**src/sv/iacl_pkg.sv**
```systemverilog
// ----------------------------------------------------------------------------
// iacl_pkg
// Shared constants, codes and types of the IP access rule checker.
// ----------------------------------------------------------------------------
package iacl_pkg;

  localparam int RULES_PER_LIST = 16;
  localparam int METHOD_COUNT   = 16;
  localparam int ENTRY_COUNT    = 2 * RULES_PER_LIST;
  localparam int ENTRY_AW       = $clog2(ENTRY_COUNT);

  localparam int SLOT_W   = 4;
  localparam int KIND_W   = 2;
  localparam int ADDR_W   = 32;
  localparam int METHOD_W = 4;
  localparam int MASK_W   = 16;
  localparam int ORDER_W  = 32;

  localparam logic OP_WRITE = 1'b0;
  localparam logic OP_CHECK = 1'b1;

  localparam logic LIST_DENY  = 1'b0;
  localparam logic LIST_ALLOW = 1'b1;

  localparam logic ST_WRITTEN  = 1'b0;
  localparam logic ST_ANSWERED = 1'b1;

  localparam logic [KIND_W-1:0] KIND_EMPTY = 2'd0;
  localparam logic [KIND_W-1:0] KIND_ALL   = 2'd1;
  localparam logic [KIND_W-1:0] KIND_NET   = 2'd2;
  localparam logic [KIND_W-1:0] KIND_RSVD  = 2'd3;

  localparam logic [ADDR_W-1:0] NET_NONE = '1;

  localparam logic [1:0] ORD_DENY_FIRST  = 2'd0;
  localparam logic [1:0] ORD_ALLOW_FIRST = 2'd1;
  localparam logic [1:0] ORD_BOTH_NEEDED = 2'd2;

  typedef struct packed {
    logic [KIND_W-1:0] kind;
    logic [ADDR_W-1:0] net;
    logic [ADDR_W-1:0] mask;
    logic [MASK_W-1:0] methods;
  } rule_t;

  typedef struct packed {
    logic                we;
    logic [ENTRY_AW-1:0] waddr;
    rule_t               wrule;
    logic                re;
    logic [ENTRY_AW-1:0] raddr;
  } store_cmd_t;

endpackage

```
**src/sv/iacl_if.sv**
```systemverilog
// ----------------------------------------------------------------------------
// iacl_if
// Valid/ready channels of the IP access rule checker: request, response, cfg.
// ----------------------------------------------------------------------------
interface iacl_req_if;
  logic                              valid;
  logic                              ready;
  logic                              opcode;
  logic                              list_sel;
  logic [iacl_pkg::SLOT_W-1:0]       rule_slot;
  logic [iacl_pkg::KIND_W-1:0]       rule_kind;
  logic [iacl_pkg::ADDR_W-1:0]       rule_net;
  logic [iacl_pkg::ADDR_W-1:0]       rule_mask;
  logic [iacl_pkg::MASK_W-1:0]       rule_methods;
  logic [iacl_pkg::ADDR_W-1:0]       client_addr;
  logic [iacl_pkg::METHOD_W-1:0]     method;

  modport source (
    output valid, opcode, list_sel, rule_slot, rule_kind, rule_net, rule_mask,
           rule_methods, client_addr, method,
    input  ready
  );
  modport sink (
    input  valid, opcode, list_sel, rule_slot, rule_kind, rule_net, rule_mask,
           rule_methods, client_addr, method,
    output ready
  );
endinterface

interface iacl_rsp_if;
  logic valid;
  logic ready;
  logic permitted;
  logic status;

  modport source (output valid, permitted, status, input ready);
  modport sink   (input valid, permitted, status, output ready);
endinterface

interface iacl_cfg_if;
  logic                         valid;
  logic                         ready;
  logic [iacl_pkg::ORDER_W-1:0] data;

  modport source (output valid, data, input ready);
  modport sink   (input valid, data, output ready);
endinterface

```
**src/sv/iacl_rule_store.sv**
```systemverilog
// ----------------------------------------------------------------------------
// iacl_rule_store
// Rule memory, deny list then allow list; per-entry valid bits clear on reset.
// ----------------------------------------------------------------------------
module iacl_rule_store (
  input  logic                 clk,
  input  logic                 rst,
  input  iacl_pkg::store_cmd_t cmd,
  output iacl_pkg::rule_t      rd_rule
);

  iacl_pkg::rule_t                    mem [iacl_pkg::ENTRY_COUNT];
  logic [iacl_pkg::ENTRY_COUNT-1:0]   valid;
  iacl_pkg::rule_t                    rd_q;
  logic                               rd_valid;

  always_ff @(posedge clk) begin
    if (cmd.we) begin
      mem[cmd.waddr] <= cmd.wrule;
    end
    if (cmd.re) begin
      rd_q <= mem[cmd.raddr];
    end
  end

  always_ff @(posedge clk) begin
    if (rst) begin
      valid    <= '0;
      rd_valid <= 1'b0;
    end else begin
      if (cmd.we) begin
        valid[cmd.waddr] <= 1'b1;
      end
      if (cmd.re) begin
        rd_valid <= valid[cmd.raddr];
      end
    end
  end

  // never-written entry reads as an empty rule
  assign rd_rule = rd_valid ? rd_q : '0;

endmodule

```
**src/sv/iacl_match.sv**
```systemverilog
// ----------------------------------------------------------------------------
// iacl_match
// Shared rule comparator: one stored rule against the client address/method.
// ----------------------------------------------------------------------------
module iacl_match (
  input  iacl_pkg::rule_t                rule,
  input  logic [iacl_pkg::ADDR_W-1:0]    addr,
  input  logic [iacl_pkg::METHOD_W-1:0]  method,
  output logic                           hit
);

  logic en;
  logic net_hit;

  always_comb begin
    en = 1'b0;
    if ({1'b0, method} < (iacl_pkg::METHOD_W+1)'(iacl_pkg::MASK_W)) begin
      en = rule.methods[method];
    end
    net_hit = (rule.kind == iacl_pkg::KIND_NET) && (rule.net != iacl_pkg::NET_NONE) &&
              ((addr & rule.mask) == rule.net);
    hit = en && ((rule.kind == iacl_pkg::KIND_ALL) || net_hit);
  end

endmodule

```
**src/sv/iacl_seq.sv**
```systemverilog
// ----------------------------------------------------------------------------
// iacl_seq
// Sequencer: takes request words, writes rules, walks both lists through the
// shared comparator and holds the response word.
// ----------------------------------------------------------------------------
module iacl_seq (
  input  logic                          clk,
  input  logic                          rst,
  iacl_req_if.sink                      req,
  iacl_rsp_if.source                    rsp,
  input  logic [iacl_pkg::ORDER_W-1:0]  order_per_method,
  output iacl_pkg::store_cmd_t          cmd,
  input  iacl_pkg::rule_t               rd_rule
);

  typedef enum logic [1:0] {S_IDLE, S_WALK, S_DRAIN, S_RESP} state_t;

  localparam logic [iacl_pkg::ENTRY_AW-1:0] LAST_IDX =
    iacl_pkg::ENTRY_AW'(iacl_pkg::ENTRY_COUNT - 1);
  localparam logic [iacl_pkg::ENTRY_AW-1:0] ALLOW_BASE =
    iacl_pkg::ENTRY_AW'(iacl_pkg::RULES_PER_LIST);

  state_t                          state;
  logic [iacl_pkg::ENTRY_AW-1:0]   idx;
  logic                            rd_pend;
  logic                            rd_allow;
  logic                            deny_hit;
  logic                            allow_hit;
  logic [iacl_pkg::ADDR_W-1:0]     addr;
  logic [iacl_pkg::METHOD_W-1:0]   method;
  logic                            is_check;
  logic                            out_valid;
  logic                            out_permitted;
  logic                            out_status;

  logic                            accept;
  logic                            slot_ok;
  logic                            hit;
  logic [1:0]                      ord;
  logic                            method_ok;
  logic                            ok;

  iacl_match u_match (
    .rule   (rd_rule),
    .addr   (addr),
    .method (method),
    .hit    (hit)
  );

  assign req.ready     = (state == S_IDLE);
  assign accept        = req.valid && req.ready;
  assign rsp.valid     = out_valid;
  assign rsp.permitted = out_permitted;
  assign rsp.status    = out_status;

  always_comb begin
    slot_ok = {1'b0, req.rule_slot} < (iacl_pkg::SLOT_W+1)'(iacl_pkg::RULES_PER_LIST);
    cmd.we    = accept && (req.opcode == iacl_pkg::OP_WRITE) && slot_ok;
    cmd.waddr = (req.list_sel == iacl_pkg::LIST_ALLOW) ?
                ALLOW_BASE + iacl_pkg::ENTRY_AW'(req.rule_slot) :
                iacl_pkg::ENTRY_AW'(req.rule_slot);
    cmd.wrule.kind    = req.rule_kind;
    cmd.wrule.net     = req.rule_net & req.rule_mask;
    cmd.wrule.mask    = req.rule_mask;
    cmd.wrule.methods = req.rule_methods;
    cmd.re    = (state == S_WALK);
    cmd.raddr = idx;
  end

  always_comb begin
    method_ok = {1'b0, method} < (iacl_pkg::METHOD_W+1)'(iacl_pkg::METHOD_COUNT);
    ord = 2'(order_per_method >> {method, 1'b0});
    case (ord)
      iacl_pkg::ORD_DENY_FIRST:  ok = allow_hit || !deny_hit;
      iacl_pkg::ORD_ALLOW_FIRST: ok = allow_hit && !deny_hit;
      default:                   ok = allow_hit && !deny_hit;
    endcase
    ok = ok && method_ok;
  end

  always_ff @(posedge clk) begin
    if (rst) begin
      state     <= S_IDLE;
      idx       <= '0;
      rd_pend   <= 1'b0;
      rd_allow  <= 1'b0;
      deny_hit  <= 1'b0;
      allow_hit <= 1'b0;
      is_check  <= 1'b0;
      out_valid <= 1'b0;
    end else begin
      if (out_valid && rsp.ready && (state != S_RESP)) begin
        out_valid <= 1'b0;
      end
      rd_pend  <= (state == S_WALK);
      rd_allow <= (idx >= ALLOW_BASE);
      if (rd_pend && hit) begin
        if (rd_allow) begin
          allow_hit <= 1'b1;
        end else begin
          deny_hit <= 1'b1;
        end
      end
      case (state)
        S_IDLE: begin
          if (accept) begin
            addr      <= req.client_addr;
            method    <= req.method;
            is_check  <= (req.opcode == iacl_pkg::OP_CHECK);
            deny_hit  <= 1'b0;
            allow_hit <= 1'b0;
            idx       <= '0;
            state     <= (req.opcode == iacl_pkg::OP_CHECK) ? S_WALK : S_RESP;
          end
        end
        S_WALK: begin
          idx <= idx + 1'b1;
          if (idx == LAST_IDX) begin
            state <= S_DRAIN;
          end
        end
        S_DRAIN: begin
          state <= S_RESP;
        end
        S_RESP: begin
          if (!out_valid || rsp.ready) begin
            out_valid     <= 1'b1;
            out_permitted <= is_check && ok;
            out_status    <= is_check ? iacl_pkg::ST_ANSWERED : iacl_pkg::ST_WRITTEN;
            state         <= S_IDLE;
          end
        end
        default: begin
          state <= S_IDLE;
        end
      endcase
    end
  end

endmodule

```
**src/sv/ip_access_rule_check_top.sv**
```systemverilog
// ----------------------------------------------------------------------------
// ip_access_rule_check_top
// IP access filter with a deny and an allow rule list and per-method order.
//
// req carries one word per item: opcode 0 writes a rule (list_sel, rule_slot,
// rule_kind, rule_net, rule_mask, rule_methods), opcode 1 checks client_addr
// and method. rsp returns one word per item: permitted and status.
// cfg writes order_per_method, two bits per method; write it only while idle.
// A write goes from accept to the response step; a check first walks the rule
// memory, then a drain step, then the response step. The next word is taken
// once the answer is registered. One comparator reads the 32-entry memory one
// entry per cycle, then deny/allow hits are combined by the method's order.
// req is ready only while the sequencer is idle, so one item at a time.
// A stalled rsp holds its word; req still takes the next word and works it,
// and that item waits in its response step until the held word is taken.
// Reset clears the order register and marks every rule slot empty; no
// clearing pass is needed, the block is ready right after reset.
// ----------------------------------------------------------------------------
module ip_access_rule_check_top (
  input  logic        clk,
  input  logic        rst,
  iacl_req_if.sink    req,
  iacl_rsp_if.source  rsp,
  iacl_cfg_if.sink    cfg
);

  logic [iacl_pkg::ORDER_W-1:0] order_per_method;
  iacl_pkg::store_cmd_t         cmd;
  iacl_pkg::rule_t              rd_rule;

  assign cfg.ready = 1'b1;

  always_ff @(posedge clk) begin
    if (rst) begin
      order_per_method <= '0;
    end else if (cfg.valid && cfg.ready) begin
      order_per_method <= cfg.data;
    end
  end

  iacl_rule_store u_store (
    .clk     (clk),
    .rst     (rst),
    .cmd     (cmd),
    .rd_rule (rd_rule)
  );

  iacl_seq u_seq (
    .clk              (clk),
    .rst              (rst),
    .req              (req),
    .rsp              (rsp),
    .order_per_method (order_per_method),
    .cmd              (cmd),
    .rd_rule          (rd_rule)
  );

endmodule
```
**src/flat_wrapper.sv**
```systemverilog
// flat-port wrapper written by rule: the top's interface ports become plain ports
module ip_access_rule_check_top_flat 
  (clk, rst, req_valid, req_opcode, req_list_sel, req_rule_slot, req_rule_kind, req_rule_net, req_rule_mask, req_rule_methods, req_client_addr, req_method, req_ready, rsp_valid, rsp_permitted, rsp_status, rsp_ready, cfg_valid, cfg_data, cfg_ready);
  iacl_req_if req_i ();
  iacl_rsp_if rsp_i ();
  iacl_cfg_if cfg_i ();
  input  logic clk;
  input  logic rst;
  input wire logic [$bits(req_i.valid)-1:0] req_valid;
  input wire logic [$bits(req_i.opcode)-1:0] req_opcode;
  input wire logic [$bits(req_i.list_sel)-1:0] req_list_sel;
  input wire logic [$bits(req_i.rule_slot)-1:0] req_rule_slot;
  input wire logic [$bits(req_i.rule_kind)-1:0] req_rule_kind;
  input wire logic [$bits(req_i.rule_net)-1:0] req_rule_net;
  input wire logic [$bits(req_i.rule_mask)-1:0] req_rule_mask;
  input wire logic [$bits(req_i.rule_methods)-1:0] req_rule_methods;
  input wire logic [$bits(req_i.client_addr)-1:0] req_client_addr;
  input wire logic [$bits(req_i.method)-1:0] req_method;
  output wire logic [$bits(req_i.ready)-1:0] req_ready;
  output wire logic [$bits(rsp_i.valid)-1:0] rsp_valid;
  output wire logic [$bits(rsp_i.permitted)-1:0] rsp_permitted;
  output wire logic [$bits(rsp_i.status)-1:0] rsp_status;
  input wire logic [$bits(rsp_i.ready)-1:0] rsp_ready;
  input wire logic [$bits(cfg_i.valid)-1:0] cfg_valid;
  input wire logic [$bits(cfg_i.data)-1:0] cfg_data;
  output wire logic [$bits(cfg_i.ready)-1:0] cfg_ready;
  assign req_i.valid = req_valid;
  assign req_i.opcode = req_opcode;
  assign req_i.list_sel = req_list_sel;
  assign req_i.rule_slot = req_rule_slot;
  assign req_i.rule_kind = req_rule_kind;
  assign req_i.rule_net = req_rule_net;
  assign req_i.rule_mask = req_rule_mask;
  assign req_i.rule_methods = req_rule_methods;
  assign req_i.client_addr = req_client_addr;
  assign req_i.method = req_method;
  assign req_ready = req_i.ready;
  assign rsp_valid = rsp_i.valid;
  assign rsp_permitted = rsp_i.permitted;
  assign rsp_status = rsp_i.status;
  assign rsp_i.ready = rsp_ready;
  assign cfg_i.valid = cfg_valid;
  assign cfg_i.data = cfg_data;
  assign cfg_ready = cfg_i.ready;
  ip_access_rule_check_top u_core (.clk(clk), .rst(rst), .req(req_i), .rsp(rsp_i), .cfg(cfg_i));
endmodule
```
**config.mk**
```make
export PLATFORM = sky130hd
export DESIGN_NAME = ip_access_rule_check_top_flat
export DESIGN_NICKNAME = d
export VERILOG_FILES = /design/src/sv/iacl_pkg.sv /design/src/sv/iacl_if.sv /design/src/sv/iacl_rule_store.sv /design/src/sv/iacl_match.sv /design/src/sv/iacl_seq.sv /design/src/sv/ip_access_rule_check_top.sv /design/src/flat_wrapper.sv
export SDC_FILE = /design/constraint.sdc
export NUM_CORES = 2
export LEC_CHECK = 0
export BUFFER_PORTS_ARGS = -buffer_cell sky130_fd_sc_hd__buf_2
export CAP_MARGIN = 5
export CORE_MARGIN = 1.5
export CORE_UTILIZATION = 40
export DETAILED_ROUTE_END_ITERATION = 8
export GPL_TIMING_DRIVEN = 0
export PLACE_DENSITY = 0.57
export SLEW_MARGIN = 10
export SYNTH_ARGS = -nofsm -noshare
export SYNTH_HDL_FRONTEND = slang
export SYNTH_SLANG_ARGS = --single-unit
```
**constraint.sdc**
```tcl
create_clock -name clk -period 5.1 [get_ports clk]
set_input_delay 0.765 -clock clk [delete_from_list [all_inputs] [get_ports clk]]
set_output_delay 0.765 -clock clk [all_outputs]
set_load 0.1 [all_outputs]
```
=== Yosys cells after proc, flatten, opt, wreduce, memory -nomap -nowiden ===
Memory sizes are Yosys's and may differ from the RTL's. A register that Yosys moved wholly into a read port is not among the register bits.
Index checks and enable logic that the tools add are counted.

* Flip-flop bits (word level): 116
* Memories kept: 1
* Memory bits (writable): 2624

{| class="wikitable"
|+ Memory list
! name !! words !! bits a word !! read ports !! clocked after Yosys merged registers in !! write ports !! RTL line !! RTL
|-
| u_core.u_store.mem || 32 || 82 || 1 || 1 || 1 || iacl_rule_store.sv:12 || <nowiki>iacl_pkg::rule_t mem [iacl_pkg::ENTRY_COUNT];</nowiki>
|}

* Shift operators: 1
* Reductions and logical operators: 24
* Eq/ne operators: 12
* $lt $le $gt $ge: 5
* Bitwise logic cells: 5
* Muxes and demuxes: 30
* Add/subtract/negate cells: 2

{| class="wikitable"
|+ Operator list
! operator !! number
|-
| $mux W82 || 1
|-
| $and A32 B32 Y32 || 2
|-
| $eq A32 B32 Y1 || 1
|-
| $ne A32 B32 Y1 const B || 1
|-
| $or A32 B32 Y32 || 1
|-
| $shr A32 B5 Y2 || 1
|-
| $mux W1 || 18
|-
| $lt A5 B6 Y1 const B || 2
|-
| $logic_and A1 B1 Y1 || 11
|-
| $mux W5 || 2
|-
| $pmux W5 S2 || 1
|-
| $reduce_and A3 Y1 || 3
|-
| $mux W2 || 4
|-
| $pmux W2 S4 || 1
|-
| $eq A2 B2 Y1 const B || 3
|-
| $ne A2 B2 Y1 const B || 3
|-
| $add A5 B1 Y5 const B || 1
|-
| $add A5 B4 Y5 const A || 1
|-
| $bmux W1 S5 || 1
|-
| $demux W1 S5 || 1
|-
| $eq A5 B5 Y1 const B || 1
|-
| $ge A5 B1 Y1 const B || 1
|-
| $ge A5 B5 Y1 const B || 1
|-
| $lt A4 B5 Y1 const B || 1
|-
| other kinds (9) || 16
|}

=== Logic depth before layout (Yosys ltp) ===
* Depth in word-level cells: 10
* Mapped depth: 10

=== Modules after synthesis ===
From an unflattened synthesis, not the netlist that was laid out.

* Cell total of the unflattened synthesis: 4631
* Area, all modules: 108218.8 sq um

{| class="wikitable"
|+ Modules (own cells, without submodules)
! module !! seq. area each (sq um) !! times used !! area an instance (sq um) !! cells each
|-
| iacl_rule_store || 81918.6 || 1 || 103683.2 || 4193
|-
| iacl_seq || 1401.3 || 1 || 2617.5 || 235
|-
| ip_access_rule_check_top || 640.6 || 1 || 1174.9 || 105
|-
| iacl_match || 0.0 || 1 || 743.2 || 98
|}

=== Worst setup path before layout ===
No wires, ideal clock.

* Kind: reg2reg
* From: register u_core.u_seq.state[0]
* To: memory u_core.u_store.mem[12][0] (netlist bit) (enable)
* Cell stages (with the launch flop): 9
* Data required time: 4.575 ns
* Arrival time: 5.591 ns
* Library setup time: 0.525 ns
* Path buffers: 2
* Path slack: -1.016 ns
* Cell sequence: dfxtp_1 inv_1 ha_1 clkbuf_1 and3b_1 nor2b_1 nand2b_1 clkbuf_1 nor2_1

* Cells in the longest elaborated chain, start to end: 5

{| class="wikitable"
|+ RTL lines
! what !! RTL line !! RTL
|-
| start: declaration || iacl_seq.sv:23 || <nowiki>state_t state;</nowiki>
|-
| start signal: assignment || iacl_seq.sv:113 || <nowiki>state <= (req.opcode == iacl_pkg::OP_CHECK) ? S_WALK : S_RESP;</nowiki>
|-
| $logic_not A2 Y1 || iacl_seq.sv:50 || <nowiki>assign req.ready = (state == S_IDLE);</nowiki>
|-
| named net req_ready || flat_wrapper.sv:19 || <nowiki>output wire logic [$bits(req_i.ready)-1:0] req_ready;</nowiki>
|-
| $logic_and A1 B1 Y1 || iacl_seq.sv:51 || <nowiki>assign accept = req.valid && req.ready;</nowiki>
|-
| $logic_and A1 B1 Y1 || iacl_seq.sv:58 || <nowiki>cmd.we = accept && (req.opcode == iacl_pkg::OP_WRITE) && slot_ok;</nowiki>
|-
| $mux W1 || iacl_rule_store.sv:18 || <nowiki>if (cmd.we) begin</nowiki>
|-
| $mux W1 (not written as such) || iacl_rule_store.sv:19 || <nowiki>mem[cmd.waddr] <= cmd.wrule;</nowiki>
|-
| end: declaration || iacl_rule_store.sv:12 ||
|}

The timed path passes the listed nets, and every way through them passes these cells.

=== Worst setup path after layout ===
* From: register u_core.u_seq.state[1]
* To: memory u_core.u_store.mem[27][76] (netlist bit) (enable)

* Cells in the longest elaborated chain, start to end: 5

{| class="wikitable"
|+ RTL lines
! what !! RTL line
|-
| $logic_not A2 Y1 || iacl_seq.sv:50
|-
| $logic_and A1 B1 Y1 || iacl_seq.sv:51
|-
| $logic_and A1 B1 Y1 || iacl_seq.sv:58
|-
| $mux W1 || iacl_rule_store.sv:18
|-
| $mux W1 (not written as such) || iacl_rule_store.sv:19
|}

Every way passes these cells.

==> impl_metrics.toml <==
[power]
leakage_nw = 38.7
power_density_nw_per_um2 = 427
ir_worst_vdd_mv = 0.434

[synth]
synth_top_area_cell = "edfxtp_1"
syn_nets = 4516
synthTopCellsByCount = "2,744 x edfxtp_1, 837 x mux4_2, 148 x nor2_1"
synth_edf_count = 2744
ys_seq_area_frac = 0.785
synth_cell_types = 49
ys_warn_count = 0
synth_cells = 4348
ys_seq_elements = 2822
yosysTopAreaCellShare = 0.771
syn_area_per_cell_sq_um = 24.6
synth-async-reset-ratio = 0
ys.flop_type = "edfxtp_1"
synth_area_sq_um = 107000
yosysMostFrequentCell = "edfxtp_1"
synth_area_leaders = "edfxtp_1 77%, mux4_2 18%, dfxtp_1 1.5%, mux2_2 0.86%, nor2_1 0.52%"

[worst_setup_path]
cp_data_arrival_time_ps = 5100
end_kind = "flip-flop"
cp.required_ps = 5710
path_class = "flip-flop to flip-flop"
startpoint_type = "flip-flop"
worst-path-max-fanout = 15
r2r_slack_ps = 600

[floorplanning]
die_h_microns = 520
pin_count = 166
rows = 189
dieArea_sq_um = 270000
core_area_sq_um = 266000
start_util = 0.403
die_x_microns = 520

[clock_network]
h-tree-depth = 5
clock_path_buffers = 4
cts_root_buf = "clkbuf_16"
cts_tree = "done"
post_cts_buffers = 0
clock_sinks = 2822
clk_latency_ps = 920
clkSlewWorstSetupHoldPaths_ps = 60
cts_buffers = 312

[timing]
period_minus_slack_ps = 4500
max-slew-margin-rel = 0.0952
final_max_slew_viol_count = 0
clock_skew_ps = 59.7
tightest_slew_ps = 1360
timing.final.crit_share = 0.882
rsz0062_at_grt = "no"
setup_violations = 0
fmax_mhz = 222
holdWs_ps = 62.8
finalHoldViolCount = 0

[route]
routed_wirelength_mm = 293
viasPerCell = 5.73
wl_per_cell_microns = 33.4
drt_iter0_drc = 5914
vias = 50300
drtAntennaViolNets = 0
first_pass_iters = 5
drc = 0

[place]
placed_area_sq_um = 116000
port_buffers = 162
dp_hpwl_mm = 198
globalplace.congestion = 0.783
dp_cells = 8210

[final_layout]
nets = 5194
design_area_sq_um = 126000
drive_above_1_share = 0.340
instances_no_fill = 8778
syn_to_final_growth_pct = 17.7

[global_route]
grt_overflow_total = 0
grt_max_degree = 35
grt.total_usage = 0.217
antenna_found_initial = 22
grt_pass1_vias = 51600
grt_pass1_wl_mm = 406

[worst_hold_path]
worstHoldPathType = "primary input to flip-flop"

[job]
drv_cap = 0

[outcome]
status = "complete, no violations"
[layout make-up]
class                           count  area (sq um)
Antenna cell                        6          15.0
Buffer                            215          1000
Clock buffer                      398          8290
Clock inverter                    129          1050
Fill cell                       21400        140000
Inverter                            8          30.0
Multi-Input combinational cell   1303         22200
Sequential cell                  2822         84000
Tap cell                         3533          4420
Timing Repair Buffer              364          4840
[worst paths after layout]
path / from / endpoint / cells after the start
worst max register to register: u_core.u_seq.state[1] / u_core.u_store.mem[27][76] / 10
worst max-delay path: u_core.u_seq.state[1] / u_core.u_store.mem[27][76] / 10
worst min-delay path: req_client_addr[18] / u_core.u_seq.addr[18] / 1
worst min register to register: u_core.u_seq.is_check / u_core.u_seq.rsp.status / 0
[routing by layer]
metal / wire length [microns] / GRT usage / vias to the layer above / share of wire
li1: - / - / 20100 / -
met1: 116000 / 0.285 / 27600 / 0.39
met2: 145000 / 0.361 / 2097 / 0.50
met3: 22200 / 0.0444 / 477 / 0.076
met4: 9670 / 0.0700 / 4 / 0.033
met5: 26 / 0 / - / 0.000089
[power breakdown]
group          switching (mW)  leakage [nW]  internal (mW)
Sequential              0.294          25.5           25.9
Combinational            3.49          8.62           2.94
Clock                    8.80          4.56           12.2
[per-stage QoR]
step	utilization	TNS, ps	total power [mW]	setup slack, ps
CTS	0.474	0	54.2	594
floorplan	-	-2440510	30.8	-1020
global placement	0.422	-	33.1	-7040
finish	0.474	0	53.7	604
detailed placement	0.437	0	33.2	646
global route	0.474	0	55.3	492
[registers in the layout (all words and copies together) (netlist names)]
name,count
u_core.u_seq.state,2
u_core.order_per_method,32
u_core.u_seq.rsp.status,1
u_core.u_seq.rd_pend,1
u_core.u_seq.method,4
u_core.u_seq.rsp.valid,1
u_core.u_seq.is_check,1
u_core.u_store.rd_q,82
u_core.u_store.mem,2624
u_core.u_seq.rd_allow,1
u_core.u_seq.deny_hit,1
u_core.u_seq.allow_hit,1
u_core.u_seq.rsp.permitted,1
u_core.u_store.rd_valid,1
u_core.u_seq.idx,5
u_core.u_seq.addr,32
u_core.u_store.valid,32
[cells in the final DEF, fill, tap and decap left out, types with 57 or more instances in the layout]
| cell | Yosys | layout |
|---|---|---|
| nor2_1 | 148 | 115 |
| edfxtp_1 | 2744 | 2744 |
| clkinv_1 | 0 | 57 |
| buf_12 | 0 | 122 |
| clkbuf_1 | 112 | 179 |
| mux2_2 | 82 | 82 |
| buf_2 | 58 | 223 |
| clkbuf_16 | 0 | 318 |
| mux4_2 | 837 | 837 |
| dfxtp_1 | 78 | 78 |
[cells by family after synthesis]
logic type | Yosys count | share of synthesized area
flip-flops | 2822 | 0.785
multiplexers | 955 | 0.188
AND/OR/NAND/NOR | 280 | 0.0120
buffers and inverters | 223 | 0.00945
AO/OA/AOI/OAI | 43 | 0.00283
XOR/XNOR | 16 | 0.00131
adder cells (fa/ha/maj) | 8 | 0.000913
other | 1 | 0.0000351
[worst max-delay path: stages (launching register included)]
cell	delay, ps
dfxtp_1	330
inv_1	130
ha_1	210
clkbuf_1	320
and3b_1	690
nand3_1	810
nor2_4	730
buf_12	270
buf_12	210
buf_12	220
buf_16	200
[timing repair]
action | in CTS | in global routing
hold endpoints to repair | 35 | 0
hold buffers | 35 | 0
gates resized for setup | 0 | 0
Note: power is estimated with default switching activity, not from simulation.
